<file path="config.mk">
export PLATFORM = sky130hd
export DESIGN_NAME = m4inv_fifo
export DESIGN_NICKNAME = d
export VERILOG_FILES = /design/src/sv/m4inv_pkg.sv /design/src/sv/m4inv_fifo.sv
export SDC_FILE = /design/constraint.sdc
export NUM_CORES = 1
export LEC_CHECK = 0
export BUFFER_PORTS_ARGS = -buffer_cell sky130_fd_sc_hd__buf_4
export CORE_AREA = 2 2 39 41
export CTS_CLUSTER_SIZE = 30
export DETAILED_ROUTE_END_ITERATION = 8
export DIE_AREA = 0 0 41 43
export GPL_TIMING_DRIVEN = 0
export HOLD_SLACK_MARGIN = 0.05
export SLEW_MARGIN = 20
export SYNTH_ARGS = -nofsm -noshare
export SYNTH_HDL_FRONTEND = slang
export SYNTH_SLANG_ARGS = --single-unit
</file>
<file path="constraint.sdc">
create_clock -name clock -period 1 [get_ports clock]
set_input_delay 0.2 -clock clock [delete_from_list [all_inputs] [get_ports clock]]
set_output_delay 0.2 -clock clock [all_outputs]
set_load 0.005 [all_outputs]
</file>
<file path="src/sv/m4inv_pkg.sv">
`timescale 1ns / 1ps
// shared constants, types and codes of the 4x4 matrix inverse
package m4inv_pkg;

   localparam int ELEM_W            = 32;
   localparam int POS_W             = 4;
   localparam int MAT_ELEMS         = 16;
   localparam int FRACTION_BITS_DEF = 16;
   // bank bit plus element position
   localparam int MAT_DEPTH         = 2 * MAT_ELEMS;
   localparam int MAT_AW            = $clog2(MAT_DEPTH);
   // signed cofactor and determinant widths, exact for any 32-bit input
   localparam int COF_W             = 98;
   localparam int DET_W             = 131;
   localparam int PROD_W            = 2 * (ELEM_W + 1);

   typedef enum logic [2:0] {
      OP_LOAD_A,
      OP_MUL_SET,
      OP_LOAD_B,
      OP_MUL_SUB,
      OP_MAC_LO,
      OP_MAC_HI
   } m4inv_op_type;

   typedef enum logic [3:0] {
      BK_IDLE,
      BK_COF,
      BK_FIX,
      BK_DET,
      BK_DPREP,
      BK_DRD,
      BK_DNUM,
      BK_DCHK,
      BK_DITER,
      BK_DFIN,
      BK_EMIT
   } m4inv_bstate_type;

   typedef struct packed {
      logic valid;
      logic bank;
   } m4inv_head_type;

   typedef struct packed {
      logic pop;
      logic release_bank;
   } m4inv_back_ctl_type;

endpackage

</file>
<file path="src/sv/m4inv_fifo.sv">
`timescale 1ns / 1ps
// two entry queue of loaded matrix banks
module m4inv_fifo import m4inv_pkg::*; #(
   parameter int WIDTH = 1
) (
   input  logic             clock,
   input  logic             reset,
   input  logic             push,
   input  logic [WIDTH-1:0] push_data,
   input  logic             pop,
   output logic             not_empty,
   output logic [WIDTH-1:0] head
);

   logic [WIDTH-1:0] data_ff [2];
   logic             wr_ptr_ff, wr_ptr_in;
   logic             rd_ptr_ff, rd_ptr_in;
   logic [1:0]       count_ff, count_in;

   always_comb begin
      wr_ptr_in = push ? ~wr_ptr_ff : wr_ptr_ff;
      rd_ptr_in = pop ? ~rd_ptr_ff : rd_ptr_ff;
      count_in  = count_ff + 2'(push) - 2'(pop);
   end

   always_ff @(posedge clock) begin
      if (reset) begin
         wr_ptr_ff <= 1'b0;
         rd_ptr_ff <= 1'b0;
         count_ff  <= 2'd0;
      end else begin
         wr_ptr_ff <= wr_ptr_in;
         rd_ptr_ff <= rd_ptr_in;
         count_ff  <= count_in;
      end
      if (push) begin
         data_ff[wr_ptr_ff] <= push_data;
      end
   end

   assign not_empty = count_ff != 2'd0;
   assign head      = data_ff[rd_ptr_ff];

endmodule

</file>
==> impl_results.md <==
- WP buf/inv: 1
- Slew Limit Fails: 0
- Total track usage: 5.73%
- PortBufs: 6
- Outcome: finished with violations
- ANT nets after route: 0
- Dominant cells by area after synthesis: dfxtp_1, edfxtp_1, ha_1
- Yosys reg bits: 7
- Period utilization: 120%
- RePlAce Congestion: 0.574
- Placed inst area: 349 um^2
- # clock sinks: 7
- Pin count of the biggest net entering global routing: 6
- Cells after DPL: 45
- LEAKAGE: 0.181 nW
- Hold Crit Start: push_data
- Post-synth net total: 30
- Seq/Total Area, Yosys: 56.4%
- Min cycle time layout: 1.20 ns
- Peak supply drop: 0.341 mV
- Reg2reg start: count_ff[0]
- Effective utilization at floorplan: 20.5%
- Hold-fix buffers, CTS: 0
- Dominant cell type by area after synthesis: dfxtp_1
- Antenna violations before repair: 0
- Clk_skew: 0.00224 ns
- Final hold vios: 0
- Synthesized cell area: 284 um^2
- Most common cell after layout, fill and taps aside: buf_4
- Vias in the first global route: 182
- Worst-Skew Late Latency: 0.24 ns
- Yosys warns: 0
- Design Area, Final: 427 um^2
- First-pass GRT wire length: 627 um
- Max-Cap Viols: 0
- Failing checks: setup timing
- CTS clk-pin slew, worst paths: 0.05 ns
- Fillers: 141
- Layout Nets: 42
- Mapped Cells: 23
- Remaining DRCs: 0
- DR pass1 iterations: 2
- Pwr/cell area: 1900 nW/um^2
- Util after Layout: 30.8%
- Vias after detailed routing: 180
- Slowest Stage Delay on Critical Path: 0.36 ns
- # rows: 14
- Antenna Cells: 0
- Relative slew slack: 87.2%
- Io pins: 7
- Crit Path Max Fanout: 1
- Root Buffer: clkbuf_4
- Critical path startpoint category: flop
- CP top delay family: flip-flops
- TritonCTS clock tree: built
- Setup_tns: -0.496 ns
- Core area: 1380 um^2
- Hold WS: 0.143 ns
- Die height: 43 um
- Hold WC Path Type: in -> reg
- Commonest non-fill, non-tap cells in the layout: buf_4, nor2_1, dfxtp_2, clkbuf_4
- CP max stage cell: edfxtp_1
- Via density: 3.60
- CP required: 0.80 ns
- Die Wd: 41 um
- CTS Buffer Depth: 2
- TritonCTS buffer count: 3
- Top-area cell type share of the netlist area: 35.2%
- Max Fclk: 0.836 GHz
- Area grow syn2layout: 50.2%
- CP cell instances: mux2_4, buf_6
- Mean Syn Cell Area: 12.3 um^2
- Unrepaired setup endpoints after global routing: yes
- WP data arrival: 1.00 ns
- Die ar.: 1760 um^2
- CP endpoint kind: primary output
- Final worst-path setup slack: -0.197 ns
- Kind of critical path: reg -> out
- Final Setup Violations: 4
- Routed wire length: 426 um
- Final global-route overflow total: 0
- Worst-Margin Slew: 0.191 ns
- Depth of the CTS H-tree: 1
- Fraction of layout cells with a size suffix above 1: 55.9%
- Drt wl/cell: 8.52 um
- Critical Path Start: data_ff[0]
- Layout Cells excl Fill: 50
- Library cells used by synthesis: 11
- Iter 0 DRT Violations: 2
[synth_stat cells, drive strengths merged]
| library cell | count |
|---|---|
| and2 | 1 |
| xnor2 | 2 |
| xnor3 | 1 |
| nor2b | 2 |
| mux2 | 1 |
| dfxtp | 5 |
| edfxtp | 2 |
| or2 | 1 |
| ha | 2 |
| nor2 | 4 |
| inv | 2 |
[cell type report]
cell class                      count  area [um^2]  area share, %
Inverter                            2         7.51           1.76
Tap cell                           16         20.0           4.69
Timing Repair Buffer                7         56.3           13.2
Multi-Input combinational cell     14          153           35.8
Sequential cell                     7          164           38.4
Clock buffer                        4         26.3           6.16
[timing repair]
item / 4_1_cts / 5_1_grt
setup endpoints to repair: 4 / 4
buffers inserted: 1 / 0
resized for setup: 9 / 2
pin swaps: 2 / 2
[metal layers]
layer	wire, um	vias up	global-route usage, %
met2	247	2	9.38
met3	12	0	0
met4	0	0	8.00
met1	166	82	4.84
met5	0	-	0
li1	-	96	-
[cells by family (layout without fill, tap and decap cells)]
kind of cell / Yosys count / count (layout) / share of synthesized area [%]
XOR/XNOR: 3 / 3 / 14.1
multiplexers: 1 / 1 / 3.96
buffers and inverters: 2 / 13 / 2.64
adder cells (fa/ha/maj): 2 / 2 / 8.81
flip-flops: 7 / 7 / 56.4
AND/OR/NAND/NOR: 8 / 8 / 14.1
[worst paths after layout]
path                                     to  slack [ns]  cells past startpoint
worst max-delay path                   head       -0.20                      2
worst min-delay path             data_ff[1]        0.14                      1
worst max register to register  count_ff[1]       -0.12                      6
worst min register to register         flop        0.53                      2
[report_power, final]
part / leakage, nW / switching (W) / internal, W
combinational: 0.105 / 0.0000686 / 0.000142
clock: 0.0150 / 0.0000945 / 0.000152
sequential: 0.0612 / 0.0000184 / 0.000334
total: 0.181 / 0.000181 / 0.000627
[through the flow]
stage               setup WS, ns  power, W
global route              -0.232  0.000865
global placement          -0.148  0.000501
floorplan                 -0.110  0.000447
detailed placement        -0.134  0.000501
CTS                       -0.207  0.000797
finish                    -0.197  0.000809
(Power assumes the default switching activity.)
