### src/sv/m4inv_pkg.sv
`timescale 1ns / 1ps
// shared constants, types and codes of the 4x4 matrix inverse
package m4inv_pkg;

   localparam int ELEM_W            = 32;
   localparam int POS_W             = 4;
   localparam int MAT_ELEMS         = 16;
   localparam int FRACTION_BITS_DEF = 16;
   // bank bit plus element position
   localparam int MAT_DEPTH         = 2 * MAT_ELEMS;
   localparam int MAT_AW            = $clog2(MAT_DEPTH);
   // signed cofactor and determinant widths, exact for any 32-bit input
   localparam int COF_W             = 98;
   localparam int DET_W             = 131;
   localparam int PROD_W            = 2 * (ELEM_W + 1);

   typedef enum logic [2:0] {
      OP_LOAD_A,
      OP_MUL_SET,
      OP_LOAD_B,
      OP_MUL_SUB,
      OP_MAC_LO,
      OP_MAC_HI
   } m4inv_op_type;

   typedef enum logic [3:0] {
      BK_IDLE,
      BK_COF,
      BK_FIX,
      BK_DET,
      BK_DPREP,
      BK_DRD,
      BK_DNUM,
      BK_DCHK,
      BK_DITER,
      BK_DFIN,
      BK_EMIT
   } m4inv_bstate_type;

   typedef struct packed {
      logic valid;
      logic bank;
   } m4inv_head_type;

   typedef struct packed {
      logic pop;
      logic release_bank;
   } m4inv_back_ctl_type;

endpackage

### src/sv/m4inv_front.sv
`timescale 1ns / 1ps
// request side: writes elements into a free bank and queues full matrices
module m4inv_front import m4inv_pkg::*; (
   input  logic                 clock,
   input  logic                 reset,
   input  logic                 req_valid,
   output logic                 req_stall,
   input  logic [ELEM_W-1:0]    req_element_value,
   output logic                 wr_en,
   output logic [MAT_AW-1:0]    wr_addr,
   output logic [ELEM_W-1:0]    wr_data,
   output logic                 push,
   output logic                 push_bank,
   input  m4inv_back_ctl_type   back_ctl
);

   logic [POS_W-1:0] count_ff, count_in;
   logic             bank_ff, bank_in;
   logic [1:0]       held_ff, held_in;
   logic             accept;

   assign req_stall = held_ff == 2'd2;
   assign accept    = req_valid && !req_stall;

   always_comb begin
      count_in  = count_ff;
      bank_in   = bank_ff;
      push      = 1'b0;
      if (accept) begin
         count_in = count_ff + 1'b1;
         if (count_ff == POS_W'(MAT_ELEMS - 1)) begin
            push    = 1'b1;
            bank_in = ~bank_ff;
         end
      end
      held_in = held_ff + 2'(push) - 2'(back_ctl.release_bank);
   end

   always_ff @(posedge clock) begin
      if (reset) begin
         count_ff <= '0;
         bank_ff  <= 1'b0;
         held_ff  <= 2'd0;
      end else begin
         count_ff <= count_in;
         bank_ff  <= bank_in;
         held_ff  <= held_in;
      end
   end

   assign wr_en     = accept;
   assign wr_addr   = {bank_ff, count_ff};
   assign wr_data   = req_element_value;
   assign push_bank = bank_ff;

endmodule

### config.mk
export PLATFORM = sky130hd
export DESIGN_NAME = m4inv_front
export DESIGN_NICKNAME = d
export VERILOG_FILES = /design/src/sv/m4inv_pkg.sv /design/src/sv/m4inv_front.sv
export SDC_FILE = /design/constraint.sdc
export NUM_CORES = 1
export LEC_CHECK = 0
export BUFFER_PORTS_ARGS = -buffer_cell sky130_fd_sc_hd__clkbuf_2
export CAP_MARGIN = 40
export CORE_MARGIN = 4
export CORE_UTILIZATION = 34
export CTS_CLUSTER_SIZE = 20
export DETAILED_ROUTE_END_ITERATION = 8
export PLACE_DENSITY = 0.84
export SLEW_MARGIN = 5
export SYNTH_ARGS = -nofsm -noshare
export SYNTH_HDL_FRONTEND = slang
export SYNTH_SLANG_ARGS = --single-unit
### constraint.sdc
create_clock -name clock -period 2.7 [get_ports clock]
set_clock_uncertainty 0.15 [all_clocks]
set_input_delay 0.54 -clock clock [delete_from_list [all_inputs] [get_ports clock]]
set_output_delay 0.54 -clock clock [all_outputs]
set_load 0.02 [all_outputs]
==> results.ini <==
[drt]
wl_per_cell_um=11.3
vias=366
via_per_inst=4.46
drcViolationCount=0
firstDrtPassIters=4
wirelength_um=930
drtIter0Drc=4
detail-route-antenna-nets=0

[critical_path]
crit_chain=ha_1 > nand3_1 > nor3_4 > clkbuf_2
r2r_end=held_ff[1]
cp.arrival_ps=1370
rrSetupSlack_ps=990
r2r_start=count_ff[0]
path_class=reg2out
cp-start-kind=flip-flop
reg2regPathDepth=7
cp-end-kind=output pin
critPathMaxStageDelay_ps=380
critPathMaxFanout=5
critPathRequiredTime_ps=2010
crit_slowest_cell=dfxtp_1

[clock_tree]
clockBufferDepth=2
cts_tree=built
insertion_delay_ps=250
cts_setup_buffers=0
cts.sinks=7
ctsHoldBuffers=0
h-tree-depth=1
clkSlewWorstSetupHoldPaths_ps=50
numCtsBuffers=3
cts_resized=0
root_buffer=clkbuf_4

[power]
powerDensity_nw_per_um2=514
leakage_nw=0.236
ir_drop_v=0.000188

[yosys]
synthFlopType=dfxtp_1
synth_edf_count=0
ys_top_cells_by_area=buf_4, dfxtp_1, ha_1
yosysSeqAreaShare_pct=22.0
yosys_warnings=0
syn-cell-area_um2=637
yosysTopAreaCell=buf_4
async_flop_share_pct=0
synth_common_cells=buf_4, dfxtp_1, nor2_1
yosysUniqueCellTypes=21
synth.most_common_cell=buf_4
synthesis.nets=115
ys_seq_elements=7
synth_top_cell_area_share_pct=38.9
netlist_instances=75
syn_avg_cell_area_um2=8.49

[finish]
antenna_cells=0
stdcell_count=82
area_growth_pct=-22.2
nNetsFinal=98
drive_above_1_share_pct=33.3
n_fill_cell=191

[global_route]
overflow=0
grt_max_degree=11
grt.total_usage_pct=7.41
antenna_found_initial=0
first_global_vias=320
grt_pass1_wl_um=1380

[timing]
relSlewSlack_pct=85.5
fmax_ghz=0.485
final_max_slew_viol_count=0
period_needed_ps=2060
fin_crit_sh_pct=76.3
rsz0062_at_grt=no
setup_tns_ps=0
whs_ps=377
hold_viol_final=0
setup_viol=0
worst_pin_slew_ps=215

[job]
max-cap-violations=0

[outcome]
status=completed

[worst_hold_path]
hp-class=reg2reg
hold_start=count_ff[0]
whs_path_depth=2
whs_endpoint=count_ff[0]

[die]
num_rows=15
chipHeight_um=51.3
start_util_pct=36.5
core-area_um2=1750
io_pins=78
die_area_um2=2630
die_x_um=51.3

[placed_design]
placedCellCount=78
place_hpwl_um=766
numPortBuffers=12
gp_congestion=0.692

## worst max path at each step
stage	start	to	slack (ps)	depth (start not counted)
floorplan	count_ff[0]	held_ff[1]	810	7
global placement	req_valid	push	790	4
detailed placement	req_valid	push	780	4
CTS	count_ff[0]	push	610	4
global route	count_ff[0]	push	550	4
finish	count_ff[0]	push	640	4
## registers in the layout, summed over array words and instances (netlist names)
name,cells
count_ff,4
push_bank,1
held_ff,2
## final cells by class
class | instances | area, um^2 | share of cell area (%)
repair buffers | 12 | 60.1 | 12.1
inverters | 5 | 21.3 | 4.29
flip-flops and latches | 7 | 140 | 28.3
multi-input cells | 29 | 216 | 43.7
clock buffers | 4 | 26.3 | 5.30
well taps | 25 | 31.3 | 6.31
## layout by cell type (no fill, tap or decap)
| cell type | netlist | final |
|---|---|---|
| a21oi_1 | 2 | 2 |
| a311oi_1 | 1 | 1 |
| a31o_1 | 1 | 1 |
| and2_1 | 1 | 1 |
| clkbuf_1 | 0 | 1 |
| clkbuf_2 | 0 | 12 |
| clkbuf_4 | 0 | 3 |
| dfxtp_1 | 7 | 7 |
| ha_1 | 3 | 3 |
| inv_1 | 4 | 4 |
| inv_4 | 1 | 1 |
| mux2_1 | 2 | 2 |
| nand2b_4 | 1 | 1 |
| nand3_1 | 3 | 3 |
| nor2_1 | 5 | 5 |
| nor2b_1 | 3 | 3 |
| nor3_1 | 1 | 1 |
| nor3_2 | 1 | 1 |
| nor3_4 | 1 | 1 |
| o21ai_0 | 2 | 2 |
| or3_1 | 1 | 1 |
| xor2_1 | 1 | 1 |
## routing by layer
layer / part of all wire [%] / track usage, % / vias up
met5: 0 / 0 / -
met4: 4.9 / 6.55 / 0
met3: 17 / 6.12 / 13
met1: 35 / 7.60 / 157
met2: 43 / 9.23 / 23
li1: - / - / 173
## stage by stage
stage	total power (W)	instance area, um^2	util (%)	setup WS [ps]
floorplan	0.000219	637	-	806
global placement	0.000159	469	26.9	790
detailed placement	0.000162	469	26.9	780
CTS	0.000262	495	28.4	613
global route	0.000271	495	28.4	550
finish	0.000255	495	28.4	640
## worst max-delay path, delay by kind of cell (launching register included)
family	cells	cell delay, ps
flops	1	380
simple gates	2	320
fa+ha+maj	1	210
buf+inv	1	210
## report_power, final
part	leakage (nW)	internal [W]	switching (W)	total [W]
clock network	0.0150	0.0000565	0.0000398	0.0000963
registers	0.0573	0.000109	0.00000554	0.000115
logic	0.164	0.0000170	0.0000265	0.0000436
total	0.236	0.000183	0.0000719	0.000255
## cells by family after synthesis
kind of cell	share of synthesized area [%]
AOI/OAI and AO/OA	5.89
DFF	22.0
muxes	3.54
and+or+nand+nor	17.3
adders and majority gates	5.89
buffers and inverters	44.0
xor gates and xnor gates	1.38
Note: power is estimated with default switching activity, not from simulation.
